`src/design/mmpd_pkg.sv`:
```
package mmpd_pkg;

   localparam int SAMPLE_BITS = 16;
   localparam int MAX_COLUMNS = 4096;

   localparam int INDEX_BITS = 16;
   localparam int COUNT_BITS = 16;
   localparam int PIXEL_BITS = 13;
   localparam int WIDE_BITS = 17;

   localparam int CSR_INDEX_BITS = 2;
   localparam int CSR_DATA_BITS = 16;

   localparam logic [CSR_INDEX_BITS-1:0] CSR_POINT_COUNT = 2'd0;
   localparam logic [CSR_INDEX_BITS-1:0] CSR_PIXEL_COUNT = 2'd1;
   localparam logic [CSR_INDEX_BITS-1:0] CSR_FIRST_INDEX = 2'd2;

   localparam int QUEUE_DEPTH = 4;
   localparam int QPTR_BITS = $clog2(QUEUE_DEPTH);
   localparam int QCNT_BITS = $clog2(QUEUE_DEPTH + 1);

   typedef struct packed {
      logic [INDEX_BITS-1:0]         first_index;
      logic signed [SAMPLE_BITS-1:0] first_value;
      logic [INDEX_BITS-1:0]         second_index;
      logic signed [SAMPLE_BITS-1:0] second_value;
      logic                          has_second;
      logic                          window_end;
   } entry_type;

   typedef enum logic [1:0] {
      PH_FIRST  = 2'b01,
      PH_SECOND = 2'b10
   } phase_type;

endpackage

```
`src/design/mmpd_front.sv`:
```
module mmpd_front (
   input  logic                                       clock,
   input  logic                                       reset,
   input  logic                                       req_valid,
   output logic                                       req_ready,
   input  logic signed [mmpd_pkg::SAMPLE_BITS-1:0]    req_sample_value,
   input  logic                                       csr_valid,
   output logic                                       csr_ready,
   input  logic [mmpd_pkg::CSR_INDEX_BITS-1:0]        csr_index,
   input  logic [mmpd_pkg::CSR_DATA_BITS-1:0]         csr_data,
   output logic                                       push_valid,
   input  logic                                       push_ready,
   output mmpd_pkg::entry_type                        push_entry
);

   localparam logic [mmpd_pkg::WIDE_BITS-1:0] MAX_COL_WIDE =
      mmpd_pkg::WIDE_BITS'(mmpd_pkg::MAX_COLUMNS);

   logic [mmpd_pkg::COUNT_BITS-1:0] point_count_ff;
   logic [mmpd_pkg::PIXEL_BITS-1:0] pixel_count_ff;
   logic [mmpd_pkg::INDEX_BITS-1:0] first_index_ff;

   logic [mmpd_pkg::COUNT_BITS-1:0] sample_ff, sample_in;
   logic [mmpd_pkg::COUNT_BITS-1:0] acc_ff, acc_in;
   logic                            open_ff, open_in;
   logic signed [mmpd_pkg::SAMPLE_BITS-1:0] min_ff, min_in, max_ff, max_in;
   logic [mmpd_pkg::COUNT_BITS-1:0] min_pos_ff, min_pos_in, max_pos_ff, max_pos_in;

   logic [mmpd_pkg::COUNT_BITS-1:0] n;
   logic [mmpd_pkg::WIDE_BITS-1:0]  p_wide;
   logic [mmpd_pkg::COUNT_BITS-1:0] p16;
   logic [mmpd_pkg::COUNT_BITS-1:0] step;
   logic                            decimate;
   logic                            window_end;
   logic                            open_cur;
   logic [mmpd_pkg::COUNT_BITS-1:0] acc_cur;
   logic                            bucket_end;
   logic                            accept;
   logic                            restart;
   logic                            csr_hit;
   logic                            min_first;

   function automatic logic [mmpd_pkg::INDEX_BITS-1:0] sat_index(
      input logic [mmpd_pkg::INDEX_BITS-1:0] base,
      input logic [mmpd_pkg::COUNT_BITS-1:0] rel
   );
      logic [mmpd_pkg::WIDE_BITS-1:0] sum;
      sum = mmpd_pkg::WIDE_BITS'(base) + mmpd_pkg::WIDE_BITS'(rel);
      if (sum[mmpd_pkg::WIDE_BITS-1]) begin
         sat_index = '1;
      end else begin
         sat_index = sum[mmpd_pkg::INDEX_BITS-1:0];
      end
   endfunction

   assign req_ready = push_ready;
   assign csr_ready = 1'b1;
   assign accept = req_valid && req_ready;

   always_comb begin
      unique case (csr_index)
         mmpd_pkg::CSR_POINT_COUNT,
         mmpd_pkg::CSR_PIXEL_COUNT,
         mmpd_pkg::CSR_FIRST_INDEX: csr_hit = 1'b1;
         default:                   csr_hit = 1'b0;
      endcase
   end
   assign restart = csr_valid && csr_ready && csr_hit;

   always_comb begin
      n = (point_count_ff < mmpd_pkg::COUNT_BITS'(2)) ? mmpd_pkg::COUNT_BITS'(2)
                                                      : point_count_ff;
      p_wide = mmpd_pkg::WIDE_BITS'(pixel_count_ff);
      if (p_wide == '0) begin
         p_wide = mmpd_pkg::WIDE_BITS'(1);
      end
      if (p_wide > MAX_COL_WIDE) begin
         p_wide = MAX_COL_WIDE;
      end
      p16 = p_wide[mmpd_pkg::COUNT_BITS-1:0];
      decimate = {3'b000, n} > {1'b0, p_wide, 1'b0};
      step = n - p16;
      window_end = (mmpd_pkg::WIDE_BITS'(sample_ff) + mmpd_pkg::WIDE_BITS'(1))
                   >= mmpd_pkg::WIDE_BITS'(n);
      open_cur = (sample_ff == '0) ? 1'b0 : open_ff;
      acc_cur = (sample_ff == '0) ? step : acc_ff;
      bucket_end = (mmpd_pkg::WIDE_BITS'(acc_cur) < p_wide) || window_end;

      if (!open_cur || (req_sample_value < min_ff)) begin
         min_in = req_sample_value;
         min_pos_in = sample_ff;
      end else begin
         min_in = min_ff;
         min_pos_in = min_pos_ff;
      end
      if (!open_cur || (req_sample_value > max_ff)) begin
         max_in = req_sample_value;
         max_pos_in = sample_ff;
      end else begin
         max_in = max_ff;
         max_pos_in = max_pos_ff;
      end

      acc_in = bucket_end ? (acc_cur + step) : (acc_cur - p16);
      sample_in = window_end ? '0 : (sample_ff + mmpd_pkg::COUNT_BITS'(1));
      open_in = window_end ? 1'b0 : !bucket_end;
      min_first = min_pos_in < max_pos_in;

      push_valid = accept && (!decimate || bucket_end);
      push_entry.window_end = window_end;
      if (!decimate) begin
         push_entry.first_index = sat_index(first_index_ff, sample_ff);
         push_entry.first_value = req_sample_value;
         push_entry.second_index = sat_index(first_index_ff, sample_ff);
         push_entry.second_value = req_sample_value;
         push_entry.has_second = 1'b0;
      end else if (min_first) begin
         push_entry.first_index = sat_index(first_index_ff, min_pos_in);
         push_entry.first_value = min_in;
         push_entry.second_index = sat_index(first_index_ff, max_pos_in);
         push_entry.second_value = max_in;
         push_entry.has_second = 1'b1;
      end else begin
         push_entry.first_index = sat_index(first_index_ff, max_pos_in);
         push_entry.first_value = max_in;
         push_entry.second_index = sat_index(first_index_ff, min_pos_in);
         push_entry.second_value = min_in;
         push_entry.has_second = 1'b1;
      end
   end

   always_ff @(posedge clock) begin
      if (reset) begin
         point_count_ff <= mmpd_pkg::COUNT_BITS'(2);
         pixel_count_ff <= mmpd_pkg::PIXEL_BITS'(1);
         first_index_ff <= '0;
         sample_ff <= '0;
         acc_ff <= '0;
         open_ff <= 1'b0;
      end else if (restart) begin
         unique case (csr_index)
            mmpd_pkg::CSR_POINT_COUNT: point_count_ff <= csr_data;
            mmpd_pkg::CSR_PIXEL_COUNT: pixel_count_ff <= csr_data[mmpd_pkg::PIXEL_BITS-1:0];
            mmpd_pkg::CSR_FIRST_INDEX: first_index_ff <= csr_data;
            default: ;
         endcase
         sample_ff <= '0;
         acc_ff <= '0;
         open_ff <= 1'b0;
      end else if (accept) begin
         sample_ff <= sample_in;
         if (decimate) begin
            acc_ff <= acc_in;
            open_ff <= open_in;
         end
      end
   end

   always_ff @(posedge clock) begin
      if (accept && decimate) begin
         min_ff <= min_in;
         max_ff <= max_in;
         min_pos_ff <= min_pos_in;
         max_pos_ff <= max_pos_in;
      end
   end

endmodule

```
`src/design/mmpd_queue.sv`:
```
module mmpd_queue (
   input  logic                clock,
   input  logic                reset,
   input  logic                push_valid,
   output logic                push_ready,
   input  mmpd_pkg::entry_type push_entry,
   output logic                head_valid,
   input  logic                pop,
   output mmpd_pkg::entry_type head_entry
);

   mmpd_pkg::entry_type slot_ff [mmpd_pkg::QUEUE_DEPTH];
   logic [mmpd_pkg::QPTR_BITS-1:0] wr_ptr_ff, rd_ptr_ff;
   logic [mmpd_pkg::QCNT_BITS-1:0] count_ff;
   logic                           full;
   logic                           push;

   assign full = count_ff == mmpd_pkg::QCNT_BITS'(mmpd_pkg::QUEUE_DEPTH);
   assign push_ready = !full;
   assign push = push_valid && push_ready;
   assign head_valid = count_ff != '0;
   assign head_entry = slot_ff[rd_ptr_ff];

   always_ff @(posedge clock) begin
      if (reset) begin
         wr_ptr_ff <= '0;
         rd_ptr_ff <= '0;
         count_ff <= '0;
      end else begin
         if (push) begin
            wr_ptr_ff <= wr_ptr_ff + mmpd_pkg::QPTR_BITS'(1);
         end
         if (pop) begin
            rd_ptr_ff <= rd_ptr_ff + mmpd_pkg::QPTR_BITS'(1);
         end
         if (push && !pop) begin
            count_ff <= count_ff + mmpd_pkg::QCNT_BITS'(1);
         end else if (pop && !push) begin
            count_ff <= count_ff - mmpd_pkg::QCNT_BITS'(1);
         end
      end
   end

   always_ff @(posedge clock) begin
      if (push) begin
         slot_ff[wr_ptr_ff] <= push_entry;
      end
   end

`ifndef SYNTH
   a_no_pop_empty: assert property (@(posedge clock) disable iff (reset)
      pop |-> head_valid)
      else $error("queue popped while empty");
   a_count_hold: assert property (@(posedge clock) disable iff (reset)
      (!push && !pop) |=> $stable(count_ff))
      else $error("queue count moved without push or pop");
   a_count_range: assert property (@(posedge clock) disable iff (reset)
      count_ff <= mmpd_pkg::QCNT_BITS'(mmpd_pkg::QUEUE_DEPTH))
      else $error("queue count beyond depth");
`endif

endmodule

```
`src/design/mmpd_back.sv`:
```
module mmpd_back (
   input  logic                                    clock,
   input  logic                                    reset,
   input  logic                                    head_valid,
   input  mmpd_pkg::entry_type                     head_entry,
   output logic                                    pop,
   output logic                                    rsp_valid,
   input  logic                                    rsp_ready,
   output logic [mmpd_pkg::INDEX_BITS-1:0]         rsp_point_index,
   output logic signed [mmpd_pkg::SAMPLE_BITS-1:0] rsp_point_value,
   output logic                                    rsp_last_of_run,
   output logic                                    rsp_end_of_window
);

   mmpd_pkg::phase_type phase_ff, phase_in;
   logic                                    valid_ff;
   logic [mmpd_pkg::INDEX_BITS-1:0]         index_ff, index_in;
   logic signed [mmpd_pkg::SAMPLE_BITS-1:0] value_ff, value_in;
   logic                                    last_ff, last_in;
   logic                                    end_ff, end_in;
   logic                                    load;

   assign load = head_valid && (!valid_ff || rsp_ready);

   always_comb begin
      phase_in = phase_ff;
      pop = 1'b0;
      index_in = head_entry.first_index;
      value_in = head_entry.first_value;
      last_in = 1'b1;
      end_in = head_entry.window_end;
      unique case (phase_ff)
         mmpd_pkg::PH_FIRST: begin
            if (head_entry.has_second) begin
               last_in = 1'b0;
               end_in = 1'b0;
               phase_in = mmpd_pkg::PH_SECOND;
            end else begin
               pop = load;
            end
         end
         mmpd_pkg::PH_SECOND: begin
            index_in = head_entry.second_index;
            value_in = head_entry.second_value;
            phase_in = mmpd_pkg::PH_FIRST;
            pop = load;
         end
         default: begin
            phase_in = mmpd_pkg::PH_FIRST;
         end
      endcase
   end

   always_ff @(posedge clock) begin
      if (reset) begin
         phase_ff <= mmpd_pkg::PH_FIRST;
         valid_ff <= 1'b0;
      end else if (load) begin
         phase_ff <= phase_in;
         valid_ff <= 1'b1;
      end else if (rsp_ready) begin
         valid_ff <= 1'b0;
      end
   end

   always_ff @(posedge clock) begin
      if (load) begin
         index_ff <= index_in;
         value_ff <= value_in;
         last_ff <= last_in;
         end_ff <= end_in;
      end
   end

   assign rsp_valid = valid_ff;
   assign rsp_point_index = index_ff;
   assign rsp_point_value = value_ff;
   assign rsp_last_of_run = last_ff;
   assign rsp_end_of_window = end_ff;

`ifndef SYNTH
   a_second_has_head: assert property (@(posedge clock) disable iff (reset)
      (phase_ff == mmpd_pkg::PH_SECOND) |-> head_valid)
      else $error("second point pending without a queued pair");
   a_first_of_pair: assert property (@(posedge clock) disable iff (reset)
      (valid_ff && !last_ff) |-> (phase_ff == mmpd_pkg::PH_SECOND))
      else $error("first point of a pair shown without its partner pending");
   a_end_is_last: assert property (@(posedge clock) disable iff (reset)
      (valid_ff && end_ff) |-> last_ff)
      else $error("window end on a point that is not last of its run");
`endif

endmodule

```
`src/design/min_max_plot_decimator_top.sv`:
```
// Min/max decimator for one visible window of waveform samples.
// Request channel (req_): one signed sample per request, point_count of
// them make one window. When the window holds more than twice as many
// samples as display columns, each column bucket yields two points, its
// minimum and maximum in index order, on the last sample of the bucket;
// otherwise each sample yields one point. Response channel (rsp_): one
// point per transfer, with last_of_run on the final point of a request and
// end_of_window on the final point of the window.
// Configuration (csr_): index 0 point_count, 1 pixel_count, 2 first_index;
// a write to one of these restarts the window. Write only while the block
// is idle. A request is taken every cycle while the four-entry point queue
// has room; each point a request yields is written into the queue, then
// loaded into the output register that drives rsp_valid. The output
// register drains one point per cycle while rsp_ready is high, so a
// bucket pair leaves as two transfers. When the receiver stalls, the
// queue fills and req_ready drops; nothing is lost. Synchronous reset
// restores point_count 2, pixel_count 1, first_index 0 and empties the queue.
module min_max_plot_decimator_top (
   input  logic                                    clock,
   input  logic                                    reset,
   input  logic                                    req_valid,
   output logic                                    req_ready,
   input  logic signed [mmpd_pkg::SAMPLE_BITS-1:0] req_sample_value,
   output logic                                    rsp_valid,
   input  logic                                    rsp_ready,
   output logic [mmpd_pkg::INDEX_BITS-1:0]         rsp_point_index,
   output logic signed [mmpd_pkg::SAMPLE_BITS-1:0] rsp_point_value,
   output logic                                    rsp_last_of_run,
   output logic                                    rsp_end_of_window,
   input  logic                                    csr_valid,
   output logic                                    csr_ready,
   input  logic [mmpd_pkg::CSR_INDEX_BITS-1:0]     csr_index,
   input  logic [mmpd_pkg::CSR_DATA_BITS-1:0]      csr_data
);

   logic                push_valid;
   logic                push_ready;
   mmpd_pkg::entry_type push_entry;
   logic                head_valid;
   logic                pop;
   mmpd_pkg::entry_type head_entry;

   mmpd_front u_front (
      .clock            (clock),
      .reset            (reset),
      .req_valid        (req_valid),
      .req_ready        (req_ready),
      .req_sample_value (req_sample_value),
      .csr_valid        (csr_valid),
      .csr_ready        (csr_ready),
      .csr_index        (csr_index),
      .csr_data         (csr_data),
      .push_valid       (push_valid),
      .push_ready       (push_ready),
      .push_entry       (push_entry)
   );

   mmpd_queue u_queue (
      .clock      (clock),
      .reset      (reset),
      .push_valid (push_valid),
      .push_ready (push_ready),
      .push_entry (push_entry),
      .head_valid (head_valid),
      .pop        (pop),
      .head_entry (head_entry)
   );

   mmpd_back u_back (
      .clock             (clock),
      .reset             (reset),
      .head_valid        (head_valid),
      .head_entry        (head_entry),
      .pop               (pop),
      .rsp_valid         (rsp_valid),
      .rsp_ready         (rsp_ready),
      .rsp_point_index   (rsp_point_index),
      .rsp_point_value   (rsp_point_value),
      .rsp_last_of_run   (rsp_last_of_run),
      .rsp_end_of_window (rsp_end_of_window)
   );

endmodule
```
`config.mk`:
```
export PLATFORM = sky130hd
export DESIGN_NAME = min_max_plot_decimator_top
export DESIGN_NICKNAME = d
export VERILOG_FILES = /design/src/design/mmpd_pkg.sv /design/src/design/mmpd_front.sv /design/src/design/mmpd_queue.sv /design/src/design/mmpd_back.sv /design/src/design/min_max_plot_decimator_top.sv
export SDC_FILE = /design/constraint.sdc
export NUM_CORES = 1
export LEC_CHECK = 0
export ABC_AREA = 0
export BUFFER_PORTS_ARGS = -buffer_cell sky130_fd_sc_hd__buf_2
export CORE_MARGIN = 5
export CORE_UTILIZATION = 40
export DETAILED_ROUTE_END_ITERATION = 8
export HOLD_SLACK_MARGIN = 0.06
export SLEW_MARGIN = 20
export SYNTH_ARGS = -nofsm -noshare
export SYNTH_HDL_FRONTEND = slang
export SYNTH_SLANG_ARGS = --single-unit
```
`constraint.sdc`:
```
create_clock -name clock -period 8.34 [get_ports clock]
set_input_delay 1.251 -clock clock [delete_from_list [all_inputs] [get_ports clock]]
set_output_delay 1.251 -clock clock [all_outputs]
set_load 0.01 [all_outputs]
```
; ---- Yosys cells after proc, flatten, opt, wreduce, memory -nomap -nowiden
; Memory sizes are Yosys's and may differ from the RTL's. A register that Yosys moved wholly into a read port is not among the register bits.
; Index checks and enable logic that the tools add are counted.
[word_totals]
latchBits = 0
rom_bits = 0
ff_bits = 186
memories = 1
ramBits = 264
word_cells = 114
in_bits = 39
[classes]
n_bitwise = 0
order_cmp = 8
n_eq_ne = 6
reduce_logical = 33
multipliers = 0
muxes = 35
div = 0
addsub = 12
shift = 0
[memory_table]
columns = memory, words, word_bits, read_ports, rd_ports_with_merged_regs, write_ports, line
row1 = u_queue.slot_ff, 4, 66, 1, 1, 1, mmpd_queue.sv:12  ; mmpd_pkg::entry_type slot_ff [mmpd_pkg::QUEUE_DEPTH];
[op_table]
columns = cell, n
row1 = 2-to-1 mux 16 bit, 13
row2 = 2-to-1 mux 65 bit, 2
row3 = adder 16 x 16 -> 17 bit, 3
row4 = < comparator 16 bit, 2
row5 = subtractor 16 x 13 -> 16 bit, 2
row6 = 2-to-1 mux 13 bit, 2
row7 = adder 16 x 1 -> 17 bit (second input constant), 1
row8 = greater-or-equal comparator 17 x 16 -> 1 bit, 1
row9 = adder 16 x 1 -> 16 bit (second input constant), 1
row10 = adder 16 bit, 1
row11 = > comparator 16 x 14 -> 1 bit, 1
row12 = > comparator 16 bit, 1
row13 = zero test 16 bit, 1
row14 = < comparator 16 x 13 -> 1 bit, 1
row15 = < comparator 16 x 2 -> 1 bit (second input constant), 1
row16 = > comparator 13 bit (second input constant), 1
row17 = zero test 13 bit, 1
row18 = 2-to-1 mux 1 bit, 11
row19 = AND reduction 2 bit, 5
row20 = logical AND 1 bit, 8
row21 = 2-to-1 mux 2 bit, 4
row22 = zero test 1 bit, 7
row23 = 2-to-1 mux 3 bit, 2
row24 = logical OR 1 bit, 5
row25 = other kinds (13), 17

; ---- Longest topological paths before layout
[depth]
depth_word = 15
ltp_mapped = 30
mapped_depth_nobuf = 29

; ---- Cells and area by module
; Synthesis repeated with hierarchy kept, for this count alone.
[hier_totals]
hier_cells = 2232
area_unflattened_um2 = 25371.8
[modules_own_cells]
columns = mod, area_each_um2, cells_each, instances
row1 = mmpd_front, 13666.9, 1749, 1
row2 = mmpd_queue, 9974.6, 392, 1
row3 = mmpd_back, 1730.4, 91, 1

; ---- Least setup slack after synthesis
; No wires, ideal clock.
[synth_timing]
path_type = input port to flip-flop
from = input port req_sample_value[7] (netlist name)
to = memory u_queue.slot_ff[0][53] (netlist name) (data pin)
path_slack_ps = 1870
arrival_ps = 6198
setup_time_ps = 272
stages = 23
required_time_ps = 8068
cell_sequence = ha_1 -> a21oi_1 -> o21ai_0 -> a221o_1 -> a311oi_1 -> mux2i_1 -> o21bai_1 -> clkbuf_1 -> buf_2 -> buf_2 -> mux2i_1 -> inv_1 -> ha_1 -> nor2b_1 -> o2111ai_1 -> nand4_1 -> a31oi_1 -> o21bai_1 -> nand3_1 -> a311oi_1 -> clkbuf_1 -> nor2_1 -> o311ai_0
[synth_rtl]
columns = element, line
row1 = "start, declared", min_max_plot_decimator_top.sv:23  ; input logic signed [mmpd_pkg::SAMPLE_BITS-1:0] req_sample_value,
row2 = "end, declared", mmpd_queue.sv:12

==> metrics.md <==
| Metric | Value |
|---|---|
| Status | `finished clean` |
| EDFF count, synth | `between 300 and 400` |
| Fraction of synthesis flops using an asynchronous set or reset pin | `0` |
| Gpl congestion | `between 0.8 and 0.9` |
| CP max stage cell | `sky130_fd_sc_hd__a221oi_1` |
| Capturing element type of the critical path | `flop` |
| Area of the die | `between 60000 and 70000 um2` |
| Internal power component | `approximately 5.1 mW` |
| Setup TNS | `0 ns` |
| Final period util | `0.823` |
| Setup repair after global routing missed its margin | `false` |
| Area of the multi-input gates | `around 11000 um2` |
| FILL cells | `~5800` |
| Remaining Overflow, GRT | `0` |
| Worst hold slack | `~0.46 ns` |
| Ports | `76` |
| Count of hold-fix buffers inserted at cts | `0` |
| Share of total power in the clock network | `0.302` |
| Remaining max-slew budget at the tightest pin | `0.304` |
| Reg2Reg Launch Point | `u_front.sample_ff[1]$_SDFFE_PP0P_` |
| Reg-to-reg critical path endpoint | `u_queue.slot_ff[1][63]$_DFFE_PP_` |
| Synthesized net count | `between 2000 and 2500` |
| Net Sw Frac | `0.315` |
| Placement Rows | `91` |
| Worst hold path cell count | `2` |
| Layout cells sized above 1 | `0.143` |
| Number of synthesized register bits | `about 450` |
| Post-CTS clock slew at the launch and capture registers of the worst setup and hold paths | `about 0.060 ns` |
| Leading area contributor after synthesis | `sky130_fd_sc_hd__edfxtp_1` |
| Deepest level of the CTS H-tree | `2` |
| Fraction of power consumed by sequential logic | `0.412` |
| Cell count after synthesis | `roughly 2200` |
| Syn. warnings | `0` |
| Data required time of the critical path | `between 8 and 9 ns` |
| Chip Height | `259 um` |
| Min-Delay Startpoint | `u_front.point_count_ff[0]$_SDFFE_PP0P_` |
| Combinational Power Share | `0.286` |
| Top post-synthesis cells by area | `sky130_fd_sc_hd__edfxtp_1 44%, sky130_fd_sc_hd__ha_1 8.7%, sky130_fd_sc_hd__dfxtp_1 7.2%` |
| Number of CTS-inserted buffers | `just over 50` |
| Post-CTS Resized | `0` |
| Latest clock arrival within the worst-skew pair | `0.61 ns` |
| Number of search-and-repair iterations in the first detailed-routing pass | `5` |
| End point of the worst hold path | `u_front.point_count_ff[0]$_SDFFE_PP0P_` |
| Final wirelength | `between 60 and 70 mm` |
| Leading register cell type out of synthesis | `sky130_fd_sc_hd__edfxtp_1` |
| Starting density of the core | `0.403` |
| Post-CTS setup buffer count | `0` |
| Setup slack of the critical path after layout | `~1.5 ns` |
| Seq/Total Area, Yosys | `0.509` |
| Amount of wire on met3 after detailed routing | `a little over 3 mm` |
| Clk_skew | `approximately 0.023 ns` |
| Leakage power summed over all cells | `approximately 11 nW` |
| Minimum period implied by the final worst setup slack | `roughly 6.9 ns` |
| Highest-count cells in the layout ignoring fill and taps | `362 x sky130_fd_sc_hd__edfxtp_1, 284 x sky130_fd_sc_hd__nand2_1, 172 x sky130_fd_sc_hd__ha_1` |
| Critical Path Source Type | `flop` |
| Detail Route met2 WL | `29.4 mm` |
| Slew at the pin closest to its max-slew limit | `1.04 ns` |
| Number of endpoints failing setup at the final stage | `0` |
| Max cap viols | `0` |
| Met1 Wirelength | `between 20 and 30 mm` |
| Highest metal layer with signal wires | `met4` |
| Drt drc | `0` |
| Detailed-route vias per instance | `5.49` |
| Most common cell after layout, fill and taps aside | `sky130_fd_sc_hd__edfxtp_1` |
| Synthesized area | `~25000 um2` |
| HPWL reported at the end of detailed placement | `between 40 and 50 mm` |
| Number of routed nets with antenna violations | `0` |
| Share of the synthesized area in the top cell type | `0.437` |
| Die width | `between 200 and 300 um` |
| Peak VDD IR | `between 0.1 and 0.15 mV` |
| Arrival time of data at the critical path endpoint | `slightly above 7 ns` |
| Violation count after the first detailed-route iteration | `approximately 1200` |
| Peak Freq | `roughly 150 MHz` |
| Largest fanout of any net on the critical path | `16` |
| Critical path class | `reg -> reg` |
| Layout overhead on the synthesized area | `12.1%` |
| Crit-path max cell delay | `between 0.8 and 0.9 ns` |
| Number of global-route vias before repair | `17000` |
| TritonCTS sink count | `about 450` |
| Final hold violations | `0` |
| Wire length of the first global-routing pass | `approximately 96 mm` |
| Max Buffers Root-to-Sink | `3` |
| Initial antenna violation count | `0` |
| Pin count of the biggest net entering global routing | `67` |
| Avg WL per Cell | `19.8 um` |
| Post-synthesis cell type count | `74` |
| Avg Cell Area, Syn | `about 11 um2` |
| Power Density | `about 270 nW/um2` |
| Area of the core | `a little over 60000 um2` |
| CP Cell Sequence | `inv_1, ha_1, nor4b_1, nand4_1, buf_4, nand2_1, a21oi_1, o21a_1, mux2i_1, inv_1, ha_1, inv_1, fa_1, nor2b_1, o31a_1, o21bai_1, a21oi_1, o41ai_1, o21ai_0, a221oi_1, a21oi_1, nand2_1, o311ai_0` |
| PortBufs | `74` |
| Total vias in the final route | `roughly 17000` |
| Clock tree from TritonCTS | `yes` |
| Setup slack of the most critical reg-to-reg path | `between 1 and 1.5 ns` |
| GR Util All Layers | `0.179` |
| Clock tree root buffer cell | `sky130_fd_sc_hd__clkbuf_16` |
| Worst Hold Class | `reg -> reg` |
| Sequential Area | `12700 um2` |
| Depth of the most critical reg-to-reg path | `23` |
| Max Transition Viols Final | `0` |
| Antenna cell count | `0` |
| Nets@finish | `approximately 2400` |
| Post-Place Worst Slack | `~1.0 ns` |
| Net Sw Power | `2.36 mW` |
==> worst max path at each step <==
| stage | start | endpoint | slack [ns] | depth (start not counted) |
|---|---|---|---|---|
| after floorplan | req_sample_value[7] | u_queue.slot_ff[0][53]$_DFFE_PP_ | 1.87 | 23 |
| after global placement | req_sample_value[6] | u_queue.slot_ff[0][57]$_DFFE_PP_ | 1.11 | 22 |
| after detailed placement | req_sample_value[6] | u_queue.slot_ff[2][57]$_DFFE_PP_ | 1.03 | 22 |
| after CTS | u_front.sample_ff[1]$_SDFFE_PP0P_ | u_queue.slot_ff[1][57]$_DFFE_PP_ | 1.57 | 23 |
| after global routing | u_front.sample_ff[1]$_SDFFE_PP0P_ | u_queue.slot_ff[0][57]$_DFFE_PP_ | 0.97 | 23 |
| final | u_front.sample_ff[1]$_SDFFE_PP0P_ | u_queue.slot_ff[1][63]$_DFFE_PP_ | 1.48 | 23 |
==> cell usage after synthesis (all sizes together) (5+ instances only) <==
master and count:
mux2 50, inv 106, a211o 5, o21bai 9, o21a 20, clkbuf 89
nor3 26, mux2i 50, fa 7, and2 11, buf 22, and3 13
ha 173, nand3b 17, o211ai 30, or3 12, o21ai 151, nand2b 15
edfxtp 362, xnor2 56, o311ai 12, nor4 17, nor2b 22, a211oi 13
xor2 34, nand2 284, nor2 99, or2 11, a21o 31, nand3 50
a21oi 144, o31a 9, dfxtp 90, mux4 66, nand4 12, a31oi 13
==> layout make-up <==
cell class | instances | area share
clock inverter | 26 | 0.0103
tap | 837 | 0.0375
sequential | 452 | 0.454
inverter | 106 | 0.0143
clock buffer | 67 | 0.0509
multi-input combinational | 1517 | 0.411
timing repair buffer | 100 | 0.0221
==> flip-flops by register name (all words and copies together) (netlist names), 3 cells and up, named ones only <==
name                    flops
u_queue.count_ff            3
u_front.min_ff             16
u_front.sample_ff          16
u_queue.slot_ff           264
u_front.first_index_ff     16
u_front.acc_ff             16
u_front.pixel_count_ff     13
u_front.max_ff             16
u_front.point_count_ff     16
u_front.min_pos_ff         16
u_front.max_pos_ff         16
u_back.rsp_point_value     16
u_back.rsp_point_index     16
==> power groups by stage <==
stage / sequential, mW / combinational (mW) / clock (mW)
floorplan: 3.13 / 1.49 / 0
global placement: 3.12 / 2.11 / 0
detailed placement: 3.14 / 2.15 / 0
CTS: 3.09 / 2.17 / 2.33
global route: 3.11 / 2.38 / 2.42
finish: 3.08 / 2.14 / 2.27
==> routing by layer <==
metal / track usage / up-vias
met2: 0.303 / 406
met5: 0 / -
met4: 0.0486 / 0
met1: 0.240 / 8364
met3: 0.0294 / 88
li1: - / 8200
==> stage by stage <==
| stage | util | power, mW | cell area [um2] | cells |
|---|---|---|---|---|
| floorplan | - | 4.63 | 24900 | 2186 |
| global placement | 0.424 | 5.23 | 26200 | 3012 |
| detailed placement | 0.424 | 5.29 | 26200 | 3012 |
| CTS | 0.452 | 7.58 | 27900 | 3105 |
| global route | 0.452 | 7.91 | 27900 | 3105 |
| finish | 0.452 | 7.50 | 27900 | 3105 |
==> cell families after synthesis <==
logic type / synth area share
simple gates: 0.113
compound gates: 0.117
flops: 0.509
buf+inv: 0.0339
fa+ha+maj: 0.0926
mux: 0.102
xor+xnor: 0.0326
other cells: 0.000151
==> worst max-delay path: cells and delay by family, from the launching register on <==
family                     cells  cell delay, ns
muxes                          1            0.46
DFF                            1            0.49
and+or+nand+nor                5            0.64
AOI/OAI and AO/OA             10            3.53
buffers and inverters          4            0.71
adders and majority gates      3            0.68
No activity file was read; power rests on OpenSTA's default activity.
